==> src/design/assert_macros.svh <==
// Assertion macros used by the top-level design file.
// No dependencies; take in by `include before the module.
`ifndef ASSERT_MACROS_SVH
`define ASSERT_MACROS_SVH
`ifndef SYNTHESIS
`define BPE_ASSERT_IMPL(lbl, ante, cons, msg) \
    lbl: assert property (@(posedge aclk) disable iff (!aresetn) (ante) |-> (cons)) \
        else $error(msg);
`define BPE_ASSERT_NEXT(lbl, ante, cons, msg) \
    lbl: assert property (@(posedge aclk) disable iff (!aresetn) (ante) |=> (cons)) \
        else $error(msg);
`else
`define BPE_ASSERT_IMPL(lbl, ante, cons, msg)
`define BPE_ASSERT_NEXT(lbl, ante, cons, msg)
`endif
`endif

==> src/design/bpe_pkg.sv <==
// Shared constants and types for the Bezier path evaluator.
// No dependencies.
package bpe_pkg;
    localparam int FRAC_BITS    = 16;
    localparam int MAX_SEGMENTS = 16;
    localparam int SEG_W        = $clog2(MAX_SEGMENTS);
    localparam int SLOT_COUNT   = 4 * MAX_SEGMENTS;
    localparam int ADDR_W       = $clog2(SLOT_COUNT);
    localparam int COORD_W      = 32;
    localparam int PT_W         = 3 * COORD_W;
    localparam int CNT_W        = 5;
    localparam int U_W          = FRAC_BITS + 1;
    localparam int W_W          = FRAC_BITS + 2;
    localparam int PROD_W       = W_W + 1 + COORD_W;
    localparam int ACC_W        = PROD_W + 2;
    localparam int SH_W         = ACC_W - FRAC_BITS;
    localparam int MAG_W        = COORD_W + 1;
    localparam int DIV_CNT_W    = $clog2(FRAC_BITS);
    localparam int S_DATA_W     = 136;
    localparam int M_DATA_W     = 104;

    localparam logic KIND_WRITE = 1'b0;
    localparam logic KIND_EVAL  = 1'b1;

    typedef enum logic [3:0] {
        ST_IDLE,
        ST_SRCH_RD,
        ST_SRCH_CHK,
        ST_BASE_RD,
        ST_BASE_CHK,
        ST_DIV,
        ST_WGT1,
        ST_WGT2,
        ST_PT_RD,
        ST_PT_MUL,
        ST_PT_ACC,
        ST_OUT
    } state_t;
endpackage

==> src/design/bpe_div.sv <==
// Restoring divider: FRAC_BITS-bit fraction of num/den, one bit per cycle.
// Depends on bpe_pkg. Caller guarantees num < den.
module bpe_div (
    input  logic                          aclk,
    input  logic                          aresetn,
    input  logic                          start,
    input  logic [bpe_pkg::MAG_W-1:0]     num_mag,
    input  logic [bpe_pkg::MAG_W-1:0]     den_mag,
    output logic                          done,
    output logic [bpe_pkg::FRAC_BITS-1:0] quot
);
    import bpe_pkg::*;

    logic                 busy_reg;
    logic                 done_reg;
    logic [DIV_CNT_W-1:0] cnt_reg;
    logic [MAG_W-1:0]     rem_reg;
    logic [MAG_W-1:0]     den_reg;
    logic [FRAC_BITS-1:0] quot_reg;
    logic [MAG_W:0]       trial;
    logic                 fits;

    assign trial = {rem_reg, 1'b0};
    assign fits  = trial >= {1'b0, den_reg};

    always_ff @(posedge aclk) begin
        if (!aresetn) begin
            busy_reg <= 1'b0;
            done_reg <= 1'b0;
            cnt_reg  <= '0;
        end else begin
            done_reg <= 1'b0;
            if (start) begin
                busy_reg <= 1'b1;
                cnt_reg  <= '0;
            end else if (busy_reg) begin
                cnt_reg <= cnt_reg + 1'b1;
                if (cnt_reg == DIV_CNT_W'(FRAC_BITS - 1)) begin
                    busy_reg <= 1'b0;
                    done_reg <= 1'b1;
                end
            end
        end
    end

    always_ff @(posedge aclk) begin
        if (start) begin
            rem_reg  <= num_mag;
            den_reg  <= den_mag;
            quot_reg <= '0;
        end else if (busy_reg) begin
            rem_reg  <= fits ? MAG_W'(trial - {1'b0, den_reg}) : MAG_W'(trial);
            quot_reg <= {quot_reg[FRAC_BITS-2:0], fits};
        end
    end

    assign done = done_reg;
    assign quot = quot_reg;
endmodule

==> config.mk <==
export PLATFORM = sky130hd
export DESIGN_NAME = bpe_div
export DESIGN_NICKNAME = d
export VERILOG_FILES = /design/src/design/assert_macros.svh /design/src/design/bpe_pkg.sv /design/src/design/bpe_div.sv
export SDC_FILE = /design/constraint.sdc
export NUM_CORES = 1
export LEC_CHECK = 0
export ABC_CLOCK_PERIOD_IN_PS = 5100
export BUFFER_PORTS_ARGS = -buffer_cell sky130_fd_sc_hd__buf_2
export CAP_MARGIN = 15
export CORE_MARGIN = 4
export CORE_UTILIZATION = 40
export CTS_BUF_LIST = sky130_fd_sc_hd__clkbuf_4 sky130_fd_sc_hd__clkbuf_8
export CTS_CLUSTER_DIAMETER = 60
export DETAILED_ROUTE_END_ITERATION = 12
export PLACE_DENSITY_LB_ADDON = 0.1
export SKIP_LAST_GASP = 1
export SLEW_MARGIN = 10
export SYNTH_ARGS = -nofsm -noshare
export SYNTH_HDL_FRONTEND = slang
export SYNTH_SLANG_ARGS = --single-unit
==> constraint.sdc <==
create_clock -name aclk -period 5.1 [get_ports aclk]
set_input_delay 0.255 -clock aclk [delete_from_list [all_inputs] [get_ports aclk]]
set_output_delay 0.255 -clock aclk [all_outputs]
set_load 0.02 [all_outputs]
### Word level (Yosys, flattened, before mapping)

Cells that the tools add are included.

* reductions and logical operators: 3
* add/subtract/negate cells: 2
* magnitude comparators: 1
* bitwise gates (word level): 2
* muxes and demuxes: 7
* equality and inequality tests: 1

Operators by type and width (count)
* two-way mux 33 bit: 3
* >= comparator 34 x 33 -> 1 bit: 1
* subtractor 33 bit: 1
* adder 4 x 1 -> 4 bit (second input constant): 1
* == test 4 bit (second input constant): 1
* two-way mux 1 bit: 4
* OR reduction 3 bit: 1
* NOT 1 bit: 2
* nonzero test 2 bit: 1
* OR reduction 2 bit: 1

* bits in registers: 88
* word-level logic and storage cells: 22
* output and inout port bits: 17

### Longest topological paths before layout

* depth after elaboration: 4
* gate-level depth with buffers: 13
* gate-level depth less buffers: 10

### Worst setup path after synthesis

Ideal clock, no wire load.

* path kind: register to register
* start point: register rem_reg[25]
* end point: register rem_reg[32] (data pin)
* period minus slack after synthesis: 2.996 ns
* stages on the path, launching flop included: 10
* data required time: 4.843 ns
* setup time: 0.257 ns
* path buffers: 1
* arrival: 2.739 ns
* slack: 2.104 ns
* cell sequence: edfxtp_1 > ha_1 > buf_4 > nand4_1 > or4_1 > or4_1 > a21oi_2 > nor3_1 > or4_1 > a32o_1

* word-level cells in the longest chain between the ends: 4
* elaborated cells between the ends (all ways): 5
* classes of those cells: 1 x add/sub; 1 x order compare; 3 x mux

RTL lines
* start, declared: line bpe_div.sv:17 `logic [MAG_W-1:0] rem_reg;`
* start signal, assigned: line bpe_div.sv:48 `rem_reg <= num_mag;`
* start signal, assigned: line bpe_div.sv:52 `rem_reg <= fits ? MAG_W'(trial - {1'b0, den_reg}) : MAG_W'(trial);`
* subtractor 33 bit / >= comparator 34 x 33 -> 1 bit (equally long branches): line bpe_div.sv:52, bpe_div.sv:24
* two-way mux 33 bit (*): line bpe_div.sv:52
* two-way mux 33 bit (*): line bpe_div.sv:51 `end else if (busy_reg) begin`
* two-way mux 33 bit (*): line bpe_div.sv:47 `if (start) begin`

Mark *: on every way between the ends. The rest lies on a longest branch, timed or not. The select of a mux whose other input is x is not followed.
A chain may end at the register's enable or synchronous reset.

### Worst setup path after layout

* start point: register rem_reg[25]
* end point: register rem_reg[24] (data pin)

* word-level cells in the longest chain between the ends: 4

RTL lines
* >= comparator 34 x 33 -> 1 bit: line bpe_div.sv:24 `assign fits = trial >= {1'b0, den_reg};`
* two-way mux 33 bit: line bpe_div.sv:52
* two-way mux 33 bit: line bpe_div.sv:51
* two-way mux 33 bit: line bpe_div.sv:47

Every way passes these cells. The select of a mux whose other input is x is not followed.

==> impl_metrics.py <==
metrics = {
    "min_path": {
        "hold_depth": 1,
        "hp-class": "input pin to flop",
    },
    "synthesis": {
        "syn-cell-area_sq_mm": 0.00545,
        "netlist_instances": 579,
        "synth_common_cells": "edfxtp_1, nand2_1, nor2_1, inv_1, a21oi_1",
        "seq_area_frac_synth": 0.445,
        "synth_top_area_frac": 0.364,
        "yosys.cell_types.count": 55,
        "syn-num-nets": 683,
        "yosysWarnings": 0,
        "synth_edf_count": 66,
        "syn_avg_cell_area_sq_um": 9.41,
        "netlist.top_cell.by_area": "edfxtp_1",
        "yosysMostFrequentCell": "edfxtp_1",
        "async_flop_share": 0,
        "synthFlopType": "edfxtp_1",
        "ys_ff_latch": 88,
        "ys_top_cells_by_area": "edfxtp_1, dfxtp_1, ha_1",
    },
    "die": {
        "die_h_um": 125,
        "start_util": 0.410,
        "rows": 42,
        "core_area_sq_mm": 0.0133,
        "die_area_sq_mm": 0.0156,
        "pin_count": 86,
        "die_x_um": 125,
    },
    "run_status": {
        "status": "finished, final reports clean",
    },
    "clock_tree": {
        "cts.clk_slew.worst_paths_ns": 0.10,
        "clock_path_buffers": 2,
        "clk_latency_ns": 0.38,
        "cts_tree": "done",
        "cts_hold_buffers": 0,
        "cts_root_buf": "clkbuf_8",
        "clock_sinks": 88,
        "numCtsBuffers": 9,
        "h-tree-depth": 3,
        "cts_resized": 0,
        "post_cts_buffers": 0,
    },
    "setup_path": {
        "setup.worst_path.class": "flop to flop",
        "critical-path-top-delay-family": "simple AND/OR/NAND/NOR gates",
        "end_kind": "flop",
        "crit_arrival_ns": 3.83,
        "path_max_fanout": 29,
        "crit_top_cell": "or4_1",
        "worstPathRequired_ns": 5.23,
        "worstSetupStartpointType": "flop",
        "crit_slowest_cell": "or3_1",
        "critPathMaxStageDelay_ns": 0.85,
        "path_depth": 8,
        "rr_worst_depth": 8,
        "cp_cell_sequence": "ha_1, nand4_1, or4_1, or4_1, a21oi_2, or3_1, o2111a_1, nor4_1",
        "cp.buffers_inverters": 0,
    },
    "final_layout": {
        "nets": 755,
        "seqCellArea_sq_mm": 0.00242,
        "fin_area_sq_mm": 0.00620,
        "final_util": 0.466,
        "drive_above_1_share": 0.177,
        "num_antenna_cells": 0,
        "fillCellCount": 1299,
        "syn_to_final_growth_pct": 13.8,
        "multiInputGateArea_sq_mm": 0.00273,
    },
    "global_routing": {
        "grt_pass1_vias": 4543,
        "grt_pass1_wl_mm": 22.3,
        "grt_start_max_net_pins": 41,
        "grt_overflow": 0,
        "grt_usage": 0.175,
        "grt_antenna_before_repair": 0,
    },
    "sta": {
        "worst_pin_slew_ns": 1.08,
        "finalMaxSlewViolations": 0,
        "finalClockSkew_ns": 0.0106,
        "fin_crit_sh": 0.727,
        "setup_viol_count_final": 0,
        "min_period_ns": 3.71,
        "rsz0062_at_grt": "false",
        "hold_viol_final": 0,
        "fmax_ghz": 0.270,
        "fin_setup_tns_ns": 0,
        "slew_headroom": 0.281,
        "hold_slack_ns": 0.0436,
    },
    "placement": {
        "dp_hpwl_mm": 9.65,
        "routabilityCongestion": 0.873,
        "placed_area_sq_mm": 0.00602,
        "port_buffers": 85,
    },
    "pwr": {
        "p_per_area_mw_per_mm2": 397,
        "power_switching_uw": 950,
        "switching_share": 0.386,
        "ir_drop_mv": 0.220,
        "clkPwrFrac": 0.192,
        "combPwrFrac": 0.428,
        "power_uw": 2460,
        "pwr-share-seq": 0.380,
        "internal-power_uw": 1510,
        "cellLeakagePower_uw": 0.00273,
    },
    "route": {
        "ant_nets": 0,
        "firstDrtPassIters": 4,
        "drc_errors": 0,
        "drt_wl_total_mm": 13.4,
        "wl_per_cell_um": 16.1,
        "first_iter_violations": 302,
        "via_per_inst": 5.36,
        "routed-via-count": 4456,
    },
    "flow_run": {
        "drv_cap": 0,
    },
}
[worst paths after layout]
| path | from | end | slack [ns] |
|---|---|---|---|
| worst max-delay path | rem_reg[25] | rem_reg[24] | 1.39 |
| worst min register to register | cnt_reg[3] | done | 0.49 |
| worst min-delay path | den_mag[25] | den_reg[25] | 0.04 |
| worst max register to register | rem_reg[25] | rem_reg[24] | 1.39 |
[metal layers]
metal,vias up,routed length (um),track usage,share of wire
li1,2247,-,-,-
met1,2092,6400,0.231,0.48
met2,103,6030,0.280,0.45
met3,14,725,0.0519,0.054
met4,0,215,0.0464,0.016
met5,-,0,0,0
[cells by family after synthesis]
| logic type | Yosys count | share of synthesized area |
|---|---|---|
| AOI/OAI and AO/OA | 144 | 0.176 |
| xor gates and xnor gates | 24 | 0.0386 |
| adders and majority gates | 35 | 0.0818 |
| buffers and inverters | 77 | 0.0549 |
| DFF | 88 | 0.445 |
| muxes | 20 | 0.0372 |
| and+or+nand+nor | 191 | 0.167 |
[final cells by class]
| cell class | instances | area share |
|---|---|---|
| Multi-Input combinational cell | 414 | 0.440 |
| Inverter | 47 | 0.0285 |
| Tap cell | 176 | 0.0355 |
| Sequential cell | 88 | 0.391 |
| Timing Repair Buffer | 91 | 0.0759 |
| Clock buffer | 10 | 0.0212 |
| Clock inverter | 6 | 0.00787 |
[power by group through the flow]
stage | logic [uW] | registers (uW) | clock network (uW)
floorplan | 807 | 940 | 0
global placement | 1040 | 950 | 0
detailed placement | 1050 | 953 | 0
CTS | 1050 | 937 | 493
global route | 1190 | 949 | 528
finish | 1060 | 937 | 472
[cell usage in the layout (no fill, tap or decap), types with 8 or more instances in the layout]
cell type / count
nand3_1: 15
nor2_1: 54
clkbuf_8: 9
buf_2: 85
xnor2_1: 14
inv_1: 47
nand2_1: 56
o21ai_0: 14
a21o_1: 21
dfxtp_1: 22
nand4_1: 14
edfxtp_1: 66
xor2_1: 10
mux2i_1: 18
a31oi_1: 24
and3_1: 8
a21oi_1: 38
ha_1: 34
[worst reg2reg max path, delay by kind of cell, from the launching register on]
family                   cells  cell delay (ns)
adder cells (fa/ha/maj)      1             0.46
AND/OR/NAND/NOR              5             2.08
flip-flops                   1             0.40
AO/OA/AOI/OAI                2             0.51
[per-stage QoR]
stage	std cells	setup WS, ns
floorplan	579	2.10
global route	832	1.10
detailed placement	816	1.40
global placement	816	1.42
CTS	832	1.37
finish	832	1.39
Note: power is estimated with default switching activity, not from simulation.
