--- src/design/assert_macros.svh ---
// Assertion macros used by the top-level design file.
// No dependencies; take in by `include before the module.
`ifndef ASSERT_MACROS_SVH
`define ASSERT_MACROS_SVH
`ifndef SYNTHESIS
`define BPE_ASSERT_IMPL(lbl, ante, cons, msg) \
    lbl: assert property (@(posedge aclk) disable iff (!aresetn) (ante) |-> (cons)) \
        else $error(msg);
`define BPE_ASSERT_NEXT(lbl, ante, cons, msg) \
    lbl: assert property (@(posedge aclk) disable iff (!aresetn) (ante) |=> (cons)) \
        else $error(msg);
`else
`define BPE_ASSERT_IMPL(lbl, ante, cons, msg)
`define BPE_ASSERT_NEXT(lbl, ante, cons, msg)
`endif
`endif

--- src/design/bpe_ram.sv ---
// Generic single-write, single-read synchronous RAM, registered read.
// No dependencies.
module bpe_ram #(
    parameter int WIDTH = 8,
    parameter int DEPTH = 16
) (
    input  logic                     aclk,
    input  logic                     we,
    input  logic [$clog2(DEPTH)-1:0] waddr,
    input  logic [WIDTH-1:0]         wdata,
    input  logic                     re,
    input  logic [$clog2(DEPTH)-1:0] raddr,
    output logic [WIDTH-1:0]         rdata
);
    logic [WIDTH-1:0] mem [DEPTH];

    always_ff @(posedge aclk) begin
        if (we) begin
            mem[waddr] <= wdata;
        end
        if (re) begin
            rdata <= mem[raddr];
        end
    end
endmodule

--- config.mk ---
export PLATFORM = sky130hd
export DESIGN_NAME = bpe_ram
export DESIGN_NICKNAME = d
export VERILOG_FILES = /design/src/design/assert_macros.svh /design/src/design/bpe_ram.sv
export SDC_FILE = /design/constraint.sdc
export NUM_CORES = 1
export LEC_CHECK = 0
export BUFFER_PORTS_ARGS = -buffer_cell sky130_fd_sc_hd__clkbuf_2
export CORE_MARGIN = 2
export CORE_UTILIZATION = 34
export CTS_CLUSTER_SIZE = 40
export DETAILED_ROUTE_END_ITERATION = 7
export HOLD_SLACK_MARGIN = 0.15
export SKIP_LAST_GASP = 1
export SLEW_MARGIN = 10
export SYNTH_ARGS = -nofsm -noshare
export SYNTH_HDL_FRONTEND = slang
export SYNTH_SLANG_ARGS = --single-unit
--- constraint.sdc ---
create_clock -name aclk -period 1.8 [get_ports aclk]
set_input_delay 0.45 -clock aclk [delete_from_list [all_inputs] [get_ports aclk]]
set_output_delay 0.45 -clock aclk [all_outputs]
set_load 0.02 [all_outputs]
# Yosys cells after proc, flatten, opt, wreduce, memory -nomap -nowiden
# Memory sizes are Yosys's and may differ from the RTL's. A register that Yosys moved wholly into a read port is not among the register bits.
# Cells that the tools add are included.
# op_classes
mux	2
# ops
cell	n
1-bit 2-to-1 mux	2
# word_totals
mem_count	1
mem_bits_rw	128
out_inout_bits	8
regBits	0
wordCells	3
# mem_list
memory	depth	word_bits	rd	rd_clocked_by_memory_dff	wr	line_no	rtl
mem	16	8	1	1	1	bpe_ram.sv:15	logic [WIDTH-1:0] mem [DEPTH];

# Longest topological paths before layout
# Gate-level depths: netlist of run 1.
# depth
ltp_word	2
depth_mapped	5

# Worst setup path before layout of run 1
# No wires, ideal clock.
# synth_path
path_kind	input-to-reg
start	input port waddr[2]
end	memory mem[0][0], enable pin
setup_slack_ps	-143
arrival_time_ps	1560
path_buffers	0
path_stages	2
path_cell_list	or3b_2 > nor3_1
# synth_rtl
item	line_no	rtl
start: declaration	bpe_ram.sv:9	input logic [$clog2(DEPTH)-1:0] waddr,
end: declaration	bpe_ram.sv:15	
# No word-level cell before the write port.

==> impl_metrics.py, run 1 <==
metrics = {
    "run_status": {
        "status": "finished, final reports clean",
    },
    "power": {
        "vdd_drop_max_mv": 0.701,
        "power.leakage_nw": 2.11,
        "power_density_mw_per_mm2": 1110,
    },
    "setup_path": {
        "setup_crit_end_kind": "flop",
        "timing_worst_setup_path_type": "in -> reg",
        "critical_path.max_fanout": 8,
        "kind_of_cell_with_the_highest_combined_delay_on_the_critical_path": "multiplexers",
        "worst-endpoint-arrival_ps": 1790,
        "timing.critical_path.required_ps": 1960,
        "worst_setup_path_start_kind": "input pin",
        "path_buf_inv": 2,
        "crit_path_top_delay_cell": "mux4_1",
        "crit_path_max_incr_delay_ps": 560,
        "worstPathCellList": "clkbuf_2 -> buf_4 -> mux4_1 -> a22oi_1 -> nand2_1",
    },
    "sta": {
        "clock.fmax_mhz": 611,
        "layout_min_cycle_time_ps": 1640,
        "finClkSkew_ps": 6.54,
        "fin_tns_setup_ps": 0,
        "timing.hold.ws_ps": 446,
        "worst_tran_pin_value_ps": 728,
        "finalMaxSlewViolations": 0,
        "timing.max_slew.rel_slack_pct": 51.4,
        "setup-violations-final": 0,
        "hold_violations": 0,
        "post-route-period-util_pct": 90.9,
        "unrepaired_setup_endpoints_after_global_routing": "false",
    },
    "cts": {
        "cts_tree": "built",
        "post_cts_resized": 0,
        "tritoncts.num_buffers": 17,
        "postCtsHoldBufs": 0,
        "clkSinkCount": 136,
        "clk_transition_reported_paths_ps": 50,
        "cts.root.buffer_cell": "clkbuf_16",
        "clock_tree.htree_level_count": 4,
        "worstSkewPairLatency_ps": 410,
        "post-cts-setup-buffer-count": 0,
        "clock_path_buffers": 2,
    },
    "synth": {
        "ys_dominant_reg_cell": "edfxtp_1",
        "synth.yosys.seq_area_share_pct": 78.1,
        "leading_post_synthesis_cells_by_cell_area": "edfxtp_1 (78%), mux4_2 (7.8%), mux4_1 (7.0%), a22oi_1 (2.3%), nor2_1 (0.93%)",
        "number_of_register_bits_inferred_by_synthesis": 136,
        "postSynthNetCount": 248,
        "avg_synthesized_cell_area_um2": 22.8,
        "number_of_enable_type_register_cells_in_the_synthesized_netlist": 136,
        "yosysMostFrequentCell": "edfxtp_1",
        "yosys.cell_types.count": 18,
        "netlist.top_cell.by_area": "edfxtp_1",
        "ys.warnings.count": 0,
        "ys_top_cells_by_count": "edfxtp_1 (136), mux4_2 (18), a22oi_1 (16), mux4_1 (14), nor2_1 (13)",
        "synth_top_area_share_pct": 78.1,
        "synth_async_sr_flop_share_pct": 0,
        "syn_area_mm2": 0.00523,
        "synthesis.instances": 229,
    },
    "floorplanning": {
        "die_width_um": 128,
        "fp.dieH_um": 128,
        "design.core.area_mm2": 0.0151,
        "placementRows": 45,
        "floorplan.die_area_mm2": 0.0164,
        "io_pins": 27,
        "initial_core_util_pct": 34.6,
    },
    "finish": {
        "final_util_pct": 41.4,
        "layout-drive-gt1-share_pct": 31.5,
        "finish.net_count": 311,
        "area_of_the_multi_input_gates_mm2": 0.00106,
        "area_delta_synth_final_pct": 19.5,
        "layout.area.seq_mm2": 0.00408,
        "antenna_cells_inserted": 0,
        "fillCellCount": 1338,
        "layoutNonFillerInstCount": 490,
    },
    "job": {
        "maxcap_viol_count": 0,
    },
    "route": {
        "drtIter0Drc": 306,
        "drtAntennaViolNets": 0,
        "route.detailed.drc": 0,
        "via_per_inst": 5.03,
        "dr.pass1.iters": 4,
        "route.final.wire_length_um": 10100,
        "vias": 2467,
        "wl_per_cell_um": 20.6,
    },
    "placement": {
        "port_buffers": 26,
        "hpwlAfterDp_um": 7000,
        "gp_congestion": 0.766,
        "dpl.cell_count": 461,
    },
    "global_route": {
        "grt_pass1_wl_um": 15500,
        "gr-usage-all-layers_pct": 13.7,
        "first_global_vias": 2539,
        "grt_max_degree": 24,
        "grt_overflow_total": 0,
        "antenna_found_initial": 0,
    },
    "worst_hold_path": {
        "worst_hold_path_type": "in -> reg",
    },
}
stage by stage:
| step | power (mW) | area [µm²] | setup WS [ps] |
|---|---|---|---|
| final | 6.91 | 6250 | 164 |
| after global routing | 7.16 | 6250 | 120 |
| after CTS | 6.99 | 6250 | 172 |
| after detailed placement | 4.02 | 5750 | -264 |
| after global placement | 4.01 | 5750 | -254 |
| after floorplan | 3.85 | 5230 | 67.6 |
layer usage:
layer  track usage, %  vias up  wire length [µm]
li1                 -     1107                 -
met1             18.4     1258              4570
met2             20.7       89              4750
met3             4.76       13               639
met4             5.04        0               146
met5                0        -                 0
cells in the final DEF, fill, tap and decap left out:
cell	instances
nor2b_1	1
nor3_1	3
a22oi_1	16
and2_1	1
or3b_2	1
nand2b_1	2
nand2_1	9
buf_12	2
clkbuf_1	5
bufinv_16	1
clkinv_2	3
buf_4	26
nand3b_1	2
and2b_1	1
clkinv_1	3
mux4_1	14
nor2_1	13
edfxtp_1	136
mux4_2	18
clkbuf_2	26
clkbuf_16	17
nor3_2	1
nand3_1	1
where the power goes:
group	internal (mW)	switching [mW]	leakage [nW]
clock network	1.85	1.11	0.246
logic	0.151	0.204	0.632
registers	3.57	0.0221	1.24
total	5.57	1.34	2.11
final timing paths:
path	startpoint	to	slack [ps]	depth (start not counted)
worst max-delay path	raddr[0]	rdata[5]$_DFFE_PP_	160	5
worst max register to register	mem[9][4]$_DFFE_PP_	rdata[4]$_DFFE_PP_	270	3
worst min register to register	mem[8][2]$_DFFE_PP_	rdata[2]$_DFFE_PP_	760	3
worst min-delay path	re	rdata[2]$_DFFE_PP_	450	1
final cells by class:
class,count,share of cell area (%)
clock inverter,7,0.901
timing repair buffer,54,5.85
sequential,136,65.4
clock buffer,22,7.11
multi-input combinational,83,17.0
tap,188,3.77
worst register-to-register path, stage by stage (launching register included):
cell and delay [ps]:
edfxtp_1 360, mux4_1 500, a22oi_1 330, nand2_1 80
sequential cells by signal, indices dropped and copies added (netlist names):
name	count
mem	128
rdata	8
logic make-up after synthesis:
logic type	after synthesis	synth area share, %
mux	32	14.8
simple gates	35	3.14
buf+inv	10	1.65
compound gates	16	2.30
flops	136	78.1
Note: power is estimated with default switching activity, not from simulation.
==> inputs of run 2 (changes only) <==
Settings changed: CORE_ASPECT_RATIO set to 1.5.
==> impl_metrics.py, run 2 (same netlist as run 1, synthesis figures left out) <==
metrics = {
    "power": {
        "power_density_mw_per_mm2": 1130,
        "vdd_drop_max_mv": 0.429,
        "power.leakage_nw": 2.13,
    },
    "cts": {
        "tritoncts.num_buffers": 17,
        "post-cts-setup-buffer-count": 0,
        "clk_transition_reported_paths_ps": 60,
        "postCtsHoldBufs": 0,
        "cts.root.buffer_cell": "clkbuf_16",
        "cts_tree": "built",
        "post_cts_resized": 0,
        "worstSkewPairLatency_ps": 410,
        "clock_path_buffers": 2,
        "clkSinkCount": 136,
        "clock_tree.htree_level_count": 4,
    },
    "setup_path": {
        "worst_setup_path_start_kind": "input pin",
        "timing_worst_setup_path_type": "in -> reg",
        "critical_path.max_fanout": 21,
        "setup.worst_path.start": "raddr[0]",
        "crit-reg2reg-launch": "mem[1][3]$_DFFE_PP_",
        "setup_crit_end_kind": "flop",
        "timing.critical_path.required_ps": 1950,
        "worst-endpoint-arrival_ps": 1760,
    },
    "finish": {
        "antenna_cells_inserted": 0,
        "final_instance_area_mm2": 0.00634,
        "final_util_pct": 42.1,
        "regMostFlops": "mem",
        "area_of_the_multi_input_gates_mm2": 0.00106,
        "flip_flop_count_of_the_largest_register_after_layout": 128,
        "largestRegisters": "mem (128), rdata (8)",
        "area_delta_synth_final_pct": 21.3,
        "most_common_cell_after_layout_fill_and_taps_aside": "edfxtp_1",
        "layout.area.seq_mm2": 0.00408,
        "layout-drive-gt1-share_pct": 33.8,
        "fillCellCount": 1295,
        "most_frequent_cells_in_the_layout": "edfxtp_1 (136), clkbuf_2 (26), buf_4 (20), mux4_2 (18), clkbuf_16 (17)",
        "finish.net_count": 308,
    },
    "floorplanning": {
        "placementRows": 55,
        "fp.dieH_um": 156,
        "io_pins": 27,
        "design.core.area_mm2": 0.0151,
        "initial_core_util_pct": 34.7,
        "die_width_um": 105,
        "floorplan.die_area_mm2": 0.0164,
    },
    "sta": {
        "post-route-period-util_pct": 89.7,
        "clock.fmax_mhz": 619,
        "hold_violations": 0,
        "layout_min_cycle_time_ps": 1620,
        "timing.max_slew.rel_slack_pct": 49.8,
        "worst_tran_pin_value_ps": 751,
        "finalMaxSlewViolations": 0,
        "setup-violations-final": 0,
        "finClkSkew_ps": 7.60,
        "unrepaired_setup_endpoints_after_global_routing": "false",
    },
    "global_route": {
        "grt_util_met2_pct": 23.3,
        "antenna_found_initial": 0,
        "grt_max_degree": 22,
        "grt_overflow_total": 0,
        "grtUsageMet3_pct": 2.59,
        "first_global_vias": 2659,
        "gr-max-usage-layer": "met2",
        "grt.met1_usage_pct": 16.8,
        "gr-usage-all-layers_pct": 13.7,
        "grt_pass1_wl_um": 16000,
    },
    "placement": {
        "gp_congestion": 0.756,
        "hpwlAfterDp_um": 6910,
        "placedInstanceArea_mm2": 0.00578,
        "port_buffers": 26,
    },
    "worst_hold_path": {
        "worst_hold_path_type": "in -> reg",
        "hp-start": "re",
    },
    "route": {
        "route.detailed.drc": 0,
        "drtIter0Drc": 210,
        "vias": 2489,
        "wl_per_cell_um": 20.9,
        "via_per_inst": 4.97,
        "drtAntennaViolNets": 0,
        "route.final.wire_length_um": 10500,
        "dr.pass1.iters": 4,
    },
    "job": {
        "maxcap_viol_count": 0,
    },
    "run_status": {
        "status": "finished, final reports clean",
    },
}
[run 2: critical path, cell delays in order]
cell and delay, ps:
clkbuf_2 140, buf_12 210, mux4_1 580, a22oi_1 280, nand2_1 90
[run 2: final timing paths]
path	slack, ps	cells after the start	endpoint
worst max-delay path	180	5	rdata[1]$_DFFE_PP_
worst min-delay path	450	1	rdata[3]$_DFFE_PP_
worst max register to register	310	3	rdata[3]$_DFFE_PP_
worst min register to register	750	3	rdata[2]$_DFFE_PP_
[run 2: layout make-up]
type	instances	area share [%]
sequential	136	64.4
multi-input combinational	83	16.7
clock buffer	17	6.71
timing repair buffer	51	6.00
tap	199	3.93
clock inverter	15	2.25
[run 2: power breakdown]
group	leakage (nW)	internal, mW	switching [mW]
clock network	0.258	1.92	1.32
registers	1.24	3.57	0.0181
logic	0.632	0.155	0.207
[run 2: layer usage]
| layer | wire length (µm) | part of all wire, % | vias up |
|---|---|---|---|
| met5 | 0 | 0 | - |
| met4 | 209 | 2.0 | 0 |
| met3 | 338 | 3.2 | 13 |
| met2 | 5550 | 53 | 64 |
| met1 | 4380 | 42 | 1308 |
| li1 | - | - | 1104 |
[run 2: through the flow]
| step | worst slack, ps | total power [mW] | std cells | hold slack, ps | TNS, ps |
|---|---|---|---|---|---|
| after floorplan | 67.6 | 3.85 | 229 | 549 | 0 |
| after global placement | -239 | 4.01 | 469 | 721 | -1310 |
| after detailed placement | -245 | 4.02 | 469 | 737 | -1370 |
| after CTS | 186 | 7.25 | 501 | 440 | 0 |
| after global routing | 158 | 7.41 | 501 | 456 | 0 |
| final | 185 | 7.19 | 501 | 446 | 0 |
